$ cat src/rtl/wbps_pkg.sv
// ----------------------------------------------------------------------------
// wbps_pkg
// Shared types and constants of the wildcard byte pattern scanner.
// ----------------------------------------------------------------------------
package wbps_pkg;

  localparam int PATTERN_MAX_DEF = 16;
  localparam int CFG_BYTES       = 16;
  localparam int CFG_IDX_W       = $clog2(CFG_BYTES);
  localparam int CFG_DATA_W      = 64;
  localparam int CFG_LEN_W       = 5;
  localparam int CFG_INDEX_W     = 2;
  localparam int ADDR_W          = 32;
  localparam int IN_TDATA_W      = 40;
  localparam int IN_TUSER_W      = 2;
  localparam int OUT_TDATA_W     = 32;
  localparam int OUT_TUSER_W     = 2;

  localparam logic [7:0] WILDCARD_BYTE = 8'hFF;

  typedef enum logic [CFG_INDEX_W-1:0] {
    REG_PATTERN_FIRST  = 2'd0,
    REG_PATTERN_SECOND = 2'd1,
    REG_PATTERN_LENGTH = 2'd2
  } cfg_reg_t;

  typedef struct packed {
    logic [CFG_BYTES-1:0][7:0] pattern;
    logic [CFG_LEN_W-1:0]      length;
  } cfg_t;

  typedef struct packed {
    logic [7:0]        data_byte;
    logic [ADDR_W-1:0] byte_address;
    logic              new_search;
    logic              after_gap;
    logic              last_byte;
  } item_t;

  typedef struct packed {
    logic              match_found;
    logic [ADDR_W-1:0] match_address;
    logic              search_failed;
  } result_t;

endpackage

$ cat src/rtl/wbps_cfg_regs.sv
// ----------------------------------------------------------------------------
// wbps_cfg_regs
// Pattern and length registers, written through the plain write port.
// ----------------------------------------------------------------------------
module wbps_cfg_regs (
  input  logic                             clk,
  input  logic                             rst,
  input  logic                             cfg_we,
  input  logic [wbps_pkg::CFG_INDEX_W-1:0] cfg_index,
  input  logic [wbps_pkg::CFG_DATA_W-1:0]  cfg_wdata,
  output wbps_pkg::cfg_t                   cfg
);
  import wbps_pkg::*;

  logic [CFG_DATA_W-1:0] pattern_first;
  logic [CFG_DATA_W-1:0] pattern_second;
  logic [CFG_LEN_W-1:0]  pattern_length;

  always_ff @(posedge clk) begin
    if (rst) begin
      pattern_first  <= '0;
      pattern_second <= '0;
      pattern_length <= CFG_LEN_W'(1);
    end else if (cfg_we) begin
      case (cfg_index)
        REG_PATTERN_FIRST:  pattern_first  <= cfg_wdata;
        REG_PATTERN_SECOND: pattern_second <= cfg_wdata;
        REG_PATTERN_LENGTH: pattern_length <= cfg_wdata[CFG_LEN_W-1:0];
        default: ;
      endcase
    end
  end

  assign cfg.pattern = {pattern_second, pattern_first};
  assign cfg.length  = pattern_length;

endmodule

$ cat src/rtl/wbps_in_stage.sv
// ----------------------------------------------------------------------------
// wbps_in_stage
// Input register holding one request until the match stage takes it.
// ----------------------------------------------------------------------------
module wbps_in_stage (
  input  logic            clk,
  input  logic            rst,
  input  logic            in_valid,
  output logic            in_ready,
  input  wbps_pkg::item_t in_item,
  output logic            out_valid,
  input  logic            out_take,
  output wbps_pkg::item_t out_item
);
  import wbps_pkg::*;

  logic held;
  item_t item;

  // free when empty or when the held request leaves this cycle
  assign in_ready = !held || out_take;

  always_ff @(posedge clk) begin
    if (rst) begin
      held <= 1'b0;
    end else if (in_valid && in_ready) begin
      held <= 1'b1;
    end else if (out_take) begin
      held <= 1'b0;
    end
  end

  always_ff @(posedge clk) begin
    if (in_valid && in_ready) begin
      item <= in_item;
    end
  end

  assign out_valid = held;
  assign out_item  = item;

endmodule

$ cat src/rtl/wbps_match_core.sv
// ----------------------------------------------------------------------------
// wbps_match_core
// Byte history, parallel wildcard compare against all pattern positions,
// fill count and match lock.
// ----------------------------------------------------------------------------
module wbps_match_core #(
  parameter int PATTERN_MAX = wbps_pkg::PATTERN_MAX_DEF
) (
  input  logic              clk,
  input  logic              rst,
  input  logic              advance,
  input  wbps_pkg::item_t   item,
  input  wbps_pkg::cfg_t    cfg,
  output wbps_pkg::result_t result
);
  import wbps_pkg::*;

  localparam int CAP    = (PATTERN_MAX < CFG_BYTES) ? PATTERN_MAX : CFG_BYTES;
  localparam int HIST   = (PATTERN_MAX > 1) ? PATTERN_MAX - 1 : 1;
  localparam int LEN_W  = $clog2(CAP + 1);
  localparam int FILL_W = $clog2(HIST + 1);
  localparam int CMP_W  = ((LEN_W > FILL_W) ? LEN_W : FILL_W) + 1;

  logic [7:0]        history [HIST];
  logic [FILL_W-1:0] fill;
  logic [FILL_W-1:0] fill_next;
  logic              locked;
  logic              locked_next;

  logic [LEN_W-1:0]  len;
  logic              clear;
  logic [FILL_W-1:0] fill_eff;
  logic              locked_eff;
  logic [7:0]        window [CAP];
  logic [CAP-1:0]    pos_ok;
  logic              enough;
  logic              hit;

  // zero length acts as one, anything above the cap is clipped
  always_comb begin
    if (cfg.length == '0) begin
      len = LEN_W'(1);
    end else if (int'(cfg.length) > CAP) begin
      len = LEN_W'(CAP);
    end else begin
      len = LEN_W'(cfg.length);
    end
  end

  assign clear      = item.new_search | item.after_gap;
  assign fill_eff   = clear ? '0 : fill;
  assign locked_eff = item.new_search ? 1'b0 : locked;

  // window slot 0 is the new byte, slot j is the byte j requests back
  always_comb begin
    window[0] = item.data_byte;
    for (int j = 1; j < CAP; j++) begin
      window[j] = history[j-1];
    end
  end

  // slot j is checked against pattern byte len-1-j
  always_comb begin : pos_cmp
    logic [LEN_W-1:0] pk;
    logic [7:0]       pb;
    for (int j = 0; j < CAP; j++) begin
      pk = len - LEN_W'(1) - LEN_W'(j);
      pb = cfg.pattern[CFG_IDX_W'(pk)];
      if (LEN_W'(j) < len) begin
        pos_ok[j] = (pb == WILDCARD_BYTE) || (pb == window[j]);
      end else begin
        pos_ok[j] = 1'b1;
      end
    end
  end

  assign enough = (CMP_W'(fill_eff) + CMP_W'(1)) >= CMP_W'(len);
  assign hit    = !locked_eff && enough && (&pos_ok);

  assign result.match_found   = hit;
  assign result.match_address = hit ? (item.byte_address - (ADDR_W'(len) - ADDR_W'(1)))
                                    : '0;
  assign result.search_failed = item.last_byte && !hit && !locked_eff;

  assign fill_next   = (fill_eff < FILL_W'(HIST)) ? fill_eff + FILL_W'(1) : fill_eff;
  assign locked_next = locked_eff | hit;

  always_ff @(posedge clk) begin
    if (rst) begin
      fill   <= '0;
      locked <= 1'b0;
    end else if (advance) begin
      fill   <= fill_next;
      locked <= locked_next;
    end
  end

  always_ff @(posedge clk) begin
    if (advance) begin
      history[0] <= item.data_byte;
      for (int i = 1; i < HIST; i++) begin
        history[i] <= history[i-1];
      end
    end
  end

endmodule

$ cat src/rtl/wildcard_byte_pattern_scan.sv
// A request is accepted into the input register and its result is captured in the result register.
// Throughput: one byte per cycle while the result register is not stalled; the compare
// against the history and the history shift both finish in the match stage.
// A stalled result holds the next request in the input register, which then blocks s_tready.
// Reset (rst, synchronous) clears the fill count, the lock, both pipeline
// valid flags and sets the pattern to all zeros with length one.
// ----------------------------------------------------------------------------
// wildcard_byte_pattern_scan
// Stream scanner for the first occurrence of a wildcard byte pattern.
// ----------------------------------------------------------------------------
module wildcard_byte_pattern_scan #(
  parameter int PATTERN_MAX = wbps_pkg::PATTERN_MAX_DEF
) (
  input  logic                             clk,
  input  logic                             rst,
  input  logic                             s_tvalid,
  output logic                             s_tready,
  // data_byte [7:0], byte_address [39:8]
  input  logic [wbps_pkg::IN_TDATA_W-1:0]  s_tdata,
  // new_search [0], after_gap [1]
  input  logic [wbps_pkg::IN_TUSER_W-1:0]  s_tuser,
  input  logic                             s_tlast,
  output logic                             m_tvalid,
  input  logic                             m_tready,
  // match_address [31:0]
  output logic [wbps_pkg::OUT_TDATA_W-1:0] m_tdata,
  // match_found [0], search_failed [1]
  output logic [wbps_pkg::OUT_TUSER_W-1:0] m_tuser,
  input  logic                             cfg_we,
  input  logic [wbps_pkg::CFG_INDEX_W-1:0] cfg_index,
  input  logic [wbps_pkg::CFG_DATA_W-1:0]  cfg_wdata
);
  import wbps_pkg::*;

  item_t   in_item;
  item_t   s1_item;
  logic    s1_valid;
  logic    take;
  cfg_t    cfg;
  result_t result;
  result_t out_result;

  assign in_item.data_byte    = s_tdata[7:0];
  assign in_item.byte_address = s_tdata[IN_TDATA_W-1:8];
  assign in_item.new_search   = s_tuser[0];
  assign in_item.after_gap    = s_tuser[1];
  assign in_item.last_byte    = s_tlast;

  assign take = s1_valid && (!m_tvalid || m_tready);

  wbps_cfg_regs u_cfg (
    .clk       (clk),
    .rst       (rst),
    .cfg_we    (cfg_we),
    .cfg_index (cfg_index),
    .cfg_wdata (cfg_wdata),
    .cfg       (cfg)
  );

  wbps_in_stage u_in (
    .clk       (clk),
    .rst       (rst),
    .in_valid  (s_tvalid),
    .in_ready  (s_tready),
    .in_item   (in_item),
    .out_valid (s1_valid),
    .out_take  (take),
    .out_item  (s1_item)
  );

  wbps_match_core #(
    .PATTERN_MAX (PATTERN_MAX)
  ) u_core (
    .clk     (clk),
    .rst     (rst),
    .advance (take),
    .item    (s1_item),
    .cfg     (cfg),
    .result  (result)
  );

  // result register
  always_ff @(posedge clk) begin
    if (rst) begin
      m_tvalid <= 1'b0;
    end else if (take) begin
      m_tvalid <= 1'b1;
    end else if (m_tready) begin
      m_tvalid <= 1'b0;
    end
  end

  always_ff @(posedge clk) begin
    if (take) begin
      out_result <= result;
    end
  end

  assign m_tdata = out_result.match_address;
  assign m_tuser = {out_result.search_failed, out_result.match_found};

`ifndef NO_ASSERTIONS
  a_found_xor_failed: assert property (@(posedge clk) disable iff (rst)
    m_tvalid |-> !(m_tuser[0] && m_tuser[1]))
    else $error("match and failure reported together");

  a_addr_zero_no_match: assert property (@(posedge clk) disable iff (rst)
    (m_tvalid && !m_tuser[0]) |-> (m_tdata == '0))
    else $error("match address nonzero without a match");

  a_s1_held: assert property (@(posedge clk) disable iff (rst)
    (s1_valid && !take) |=> s1_valid)
    else $error("input stage request dropped");

  a_take_shows_result: assert property (@(posedge clk) disable iff (rst)
    take |=> m_tvalid)
    else $error("processed request produced no result");
`endif

endmodule

$ cat config.mk
export PLATFORM = sky130hd
export DESIGN_NAME = wildcard_byte_pattern_scan
export DESIGN_NICKNAME = d
export VERILOG_FILES = /design/src/rtl/wbps_pkg.sv /design/src/rtl/wbps_cfg_regs.sv /design/src/rtl/wbps_in_stage.sv /design/src/rtl/wbps_match_core.sv /design/src/rtl/wildcard_byte_pattern_scan.sv
export SDC_FILE = /design/constraint.sdc
export NUM_CORES = 1
export LEC_CHECK = 0
export BUFFER_PORTS_ARGS = -buffer_cell sky130_fd_sc_hd__buf_2
export CORE_ASPECT_RATIO = 2
export CORE_UTILIZATION = 55
export DETAILED_ROUTE_END_ITERATION = 10
export PLACE_DENSITY = 0.84
export SLEW_MARGIN = 20
export SYNTH_ARGS = -nofsm -noshare
export SYNTH_HDL_FRONTEND = slang
export SYNTH_SLANG_ARGS = --single-unit
export TNS_END_PERCENT = 50
$ cat constraint.sdc
create_clock -name clk -period 14.9 [get_ports clk]
set_input_delay 2.98 -clock clk [delete_from_list [all_inputs] [get_ports clk]]
set_output_delay 2.98 -clock clk [all_outputs]
set_load 0.01 [all_outputs]
==> flow_metrics.tcl <==
set metrics [dict create \
    synth_area_leaders "edfxtp_1, mux4_2, dfxtp_1" \
    antenna_found_initial 4 \
    swShare 0.298 \
    hp-start "u_core.history[0][33]" \
    ir_drop_mv 0.107 \
    dp_hpwl_mm 61.9 \
    fp.dieH_um 281 \
    rows 102 \
    yosysUniqueCellTypes 75 \
    grt_max_degree 96 \
    cts_hold_buf 0 \
    setup-tns-final_ps 0 \
    clockBufferDepth 3 \
    die_area_sq_mm 0.0399 \
    combPwrFrac 0.211 \
    p_switching_uw 689 \
    clk_pin_slew_ps 70 \
    regArea_sq_mm 0.00872 \
    synth_seq_area_share 0.406 \
    pwr-share-seq 0.461 \
    dieWidth_um 142 \
    grt_pass1_wl_mm 113 \
    power_leakage_uw 0.00822 \
    synth_area_sq_mm 0.0215 \
    clockPowerShare 0.328 \
    grtUsageTotal 0.405 \
    yosys_most_used_dff "edfxtp_1" \
    timing.final.ws_setup_ps 7310 \
    cts_buffers 29 \
    drtIter0Drc 1750 \
    yosysWarningCount 0 \
    synth.avg_cell_area_sq_um 11.6 \
    hp-class "flop to flop" \
    first_global_vias 17000 \
    rr_worst_depth 18 \
    fin_util 0.612 \
    crit_arrival_ps 7960 \
    drive_above_1_share 0.249 \
    post_cts_buffers 0 \
    cts_tree "done" \
    first_pass_iters 7 \
    syn_inst 1857 \
    skew_ps 22.3 \
    yosys.area.top_type "edfxtp_1" \
    multi_input_area_sq_mm 0.0122 \
    drv_cap 0 \
    start_util 0.557 \
    min_period_ps 7590 \
    timing.reg2reg.setup_slack_ps 7310 \
    hold_end "u_core.history[0][41]" \
    start_kind "flop" \
    hold_viol_final 0 \
    drt-wirelength-per-cell_um 31.6 \
    path_max_fanout 35 \
    status "finished, final reports clean" \
    fin_nets 2107 \
    coreArea_sq_mm 0.0385 \
    r2r-start "u_cfg.pattern_length[2]" \
    fin_crit_sh 0.509 \
    relSlewSlack 0.284 \
    cts_root_buffer "clkbuf_16" \
    routabilityCongestion 1.07 \
    nFillCells 3135 \
    routed_wl_mm 78.7 \
    drv_slew 0 \
    io_pins 150 \
    clkLatencyLatePin_ps 610 \
    intPower_uw 1620 \
    io_buffers 149 \
    hold_depth 0 \
    via_per_inst 6.89 \
    tightestPinTransition_ps 1070 \
    end_kind "flop" \
    max_freq_mhz 132 \
    place_ws_ps 7380 \
    overflow 0 \
    vias 17200 \
    syn2layout_area_growth_pct 9.99 \
    cts.repair.resized 0 \
    rsz0062_at_grt "no" \
    worst_r2r_endpoint "m_tdata[8]" \
    synth_top_cell_area_share 0.276 \
    crit_required_ps 15280 \
    cts_num_sinks 337 \
    synth_nets 2018 \
    drc 0 \
    setup_viol 0 \
    synth_edf_count 197 \
    cts_htree_levels 1 \
    synth_seq_cells 337 \
    criticalPathCategory "flop to flop" \
    p_per_area_mw_per_mm2 98.0 \
    ant_nets 0 \
    ys_async_sr_fraction 0 \
]
==> registers in the layout, summed over array words and instances, names as in the netlist <==
name,count
u_core.history,120
u_cfg.pattern_first,64
u_cfg.pattern_second,64
u_in.out_item,43
m_tdata,32
u_cfg.pattern_length,5
u_core.fill,4
m_tuser,2
m_tvalid,1
u_core.locked,1
u_in.out_valid,1
==> worst max-delay path by stage <==
stage,cells past startpoint,start,to,slack (ps)
3_3_place_gp,18,u_cfg.pattern_length[2],m_tdata[8],7540
5_1_grt,18,u_cfg.pattern_length[4],m_tdata[8],6810
6_report,18,u_cfg.pattern_length[2],m_tdata[8],7310
2_1_floorplan,5,m_tready,u_core.fill[1],2350
3_5_place_dp,18,u_cfg.pattern_length[2],m_tdata[8],7380
4_1_cts,18,u_cfg.pattern_length[2],m_tdata[8],7340
==> worst max-delay path: stages, from the launching register on <==
cell       delay, ps
dfxtp_1          460
nor3_2           270
o21a_4           530
inv_4            320
ha_1             420
xnor2_2          180
inv_1             60
buf_4            400
ha_1             410
nand2b_1         180
o32a_1           300
nand3_1          590
nand2_1          710
a211oi_1         210
o21ai_0          240
o211ai_1         140
nor4_1           710
o2111ai_4        630
a2111oi_0        510
==> cells in the mapped netlist, types with 4 or more instances <==
cell,count
nand2_1,302
mux4_2,221
edfxtp_1,197
a21oi_1,164
dfxtp_1,140
xnor2_1,91
clkbuf_1,84
xor2_1,60
nor2_1,52
mux2i_1,48
ha_1,46
o21ai_0,44
nor3_1,42
nand3_1,40
nand4_1,40
buf_2,25
a21o_1,23
and3_1,23
inv_1,17
nand2b_1,13
nor4_1,12
a211oi_1,11
mux2_2,11
a31oi_1,10
nor2b_1,9
a222oi_1,8
buf_1,8
o211ai_1,7
o31ai_1,7
or3_1,7
or2_2,6
and2_1,5
nor4b_1,5
o22ai_1,5
buf_4,4
inv_2,4
o21a_1,4
o21bai_1,4
==> stage by stage <==
step           cell area, sq um  instances  hold slack (ps)  power (uW)
2_1_floorplan             21500       1857              436        1410
3_3_place_gp              22600       2434              455        1550
3_5_place_dp              22700       2434              457        1560
4_1_cts                   23600       2486              469        2310
5_1_grt                   23600       2487              483        2380
6_report                  23600       2489              466        2310
==> area by class of cell <==
| cell class | instances | share of cell area |
|---|---|---|
| inverter | 23 | 0.00376 |
| multi-input combinational | 1374 | 0.518 |
| clock buffer | 40 | 0.0360 |
| clock inverter | 12 | 0.00366 |
| timing repair buffer | 181 | 0.0419 |
| tap | 520 | 0.0276 |
| antenna | 2 | 0.000212 |
| sequential | 337 | 0.369 |
==> layout by cell type (no fill, tap or decap), types with 41 or more instances in the layout <==
master / instances
mux2i_1: 48
xor2_1: 60
mux4_2: 221
dfxtp_1: 140
nand2_1: 302
nor2_1: 51
xnor2_1: 88
nor3_1: 41
edfxtp_1: 197
a21oi_1: 164
buf_2: 148
ha_1: 46
o21ai_0: 44
==> power groups by stage <==
stage               Combinational [uW]  Clock, uW  Sequential (uW)
finish                             488        759             1070
global route                       517        796             1070
CTS                                478        766             1060
detailed placement                 476          0             1080
global placement                   468          0             1080
floorplan                          338          0             1070
==> metal layers <==
metal	vias to the layer above	GRT usage	part of all wire
met1	8557	0.390	0.30
met5	-	0	0.00048
met3	334	0.0783	0.072
met4	6	0.379	0.11
met2	927	0.716	0.52
li1	7335	-	-
==> logic make-up after synthesis <==
logic type | count (synthesis) | share of synthesized area
AO/OA/AOI/OAI | 324 | 0.0920
XOR/XNOR | 152 | 0.0624
adder cells (fa/ha/maj) | 50 | 0.0292
buffers and inverters | 146 | 0.0284
flip-flops | 337 | 0.406
multiplexers | 280 | 0.260
AND/OR/NAND/NOR | 568 | 0.122
(Power assumes the default switching activity.)
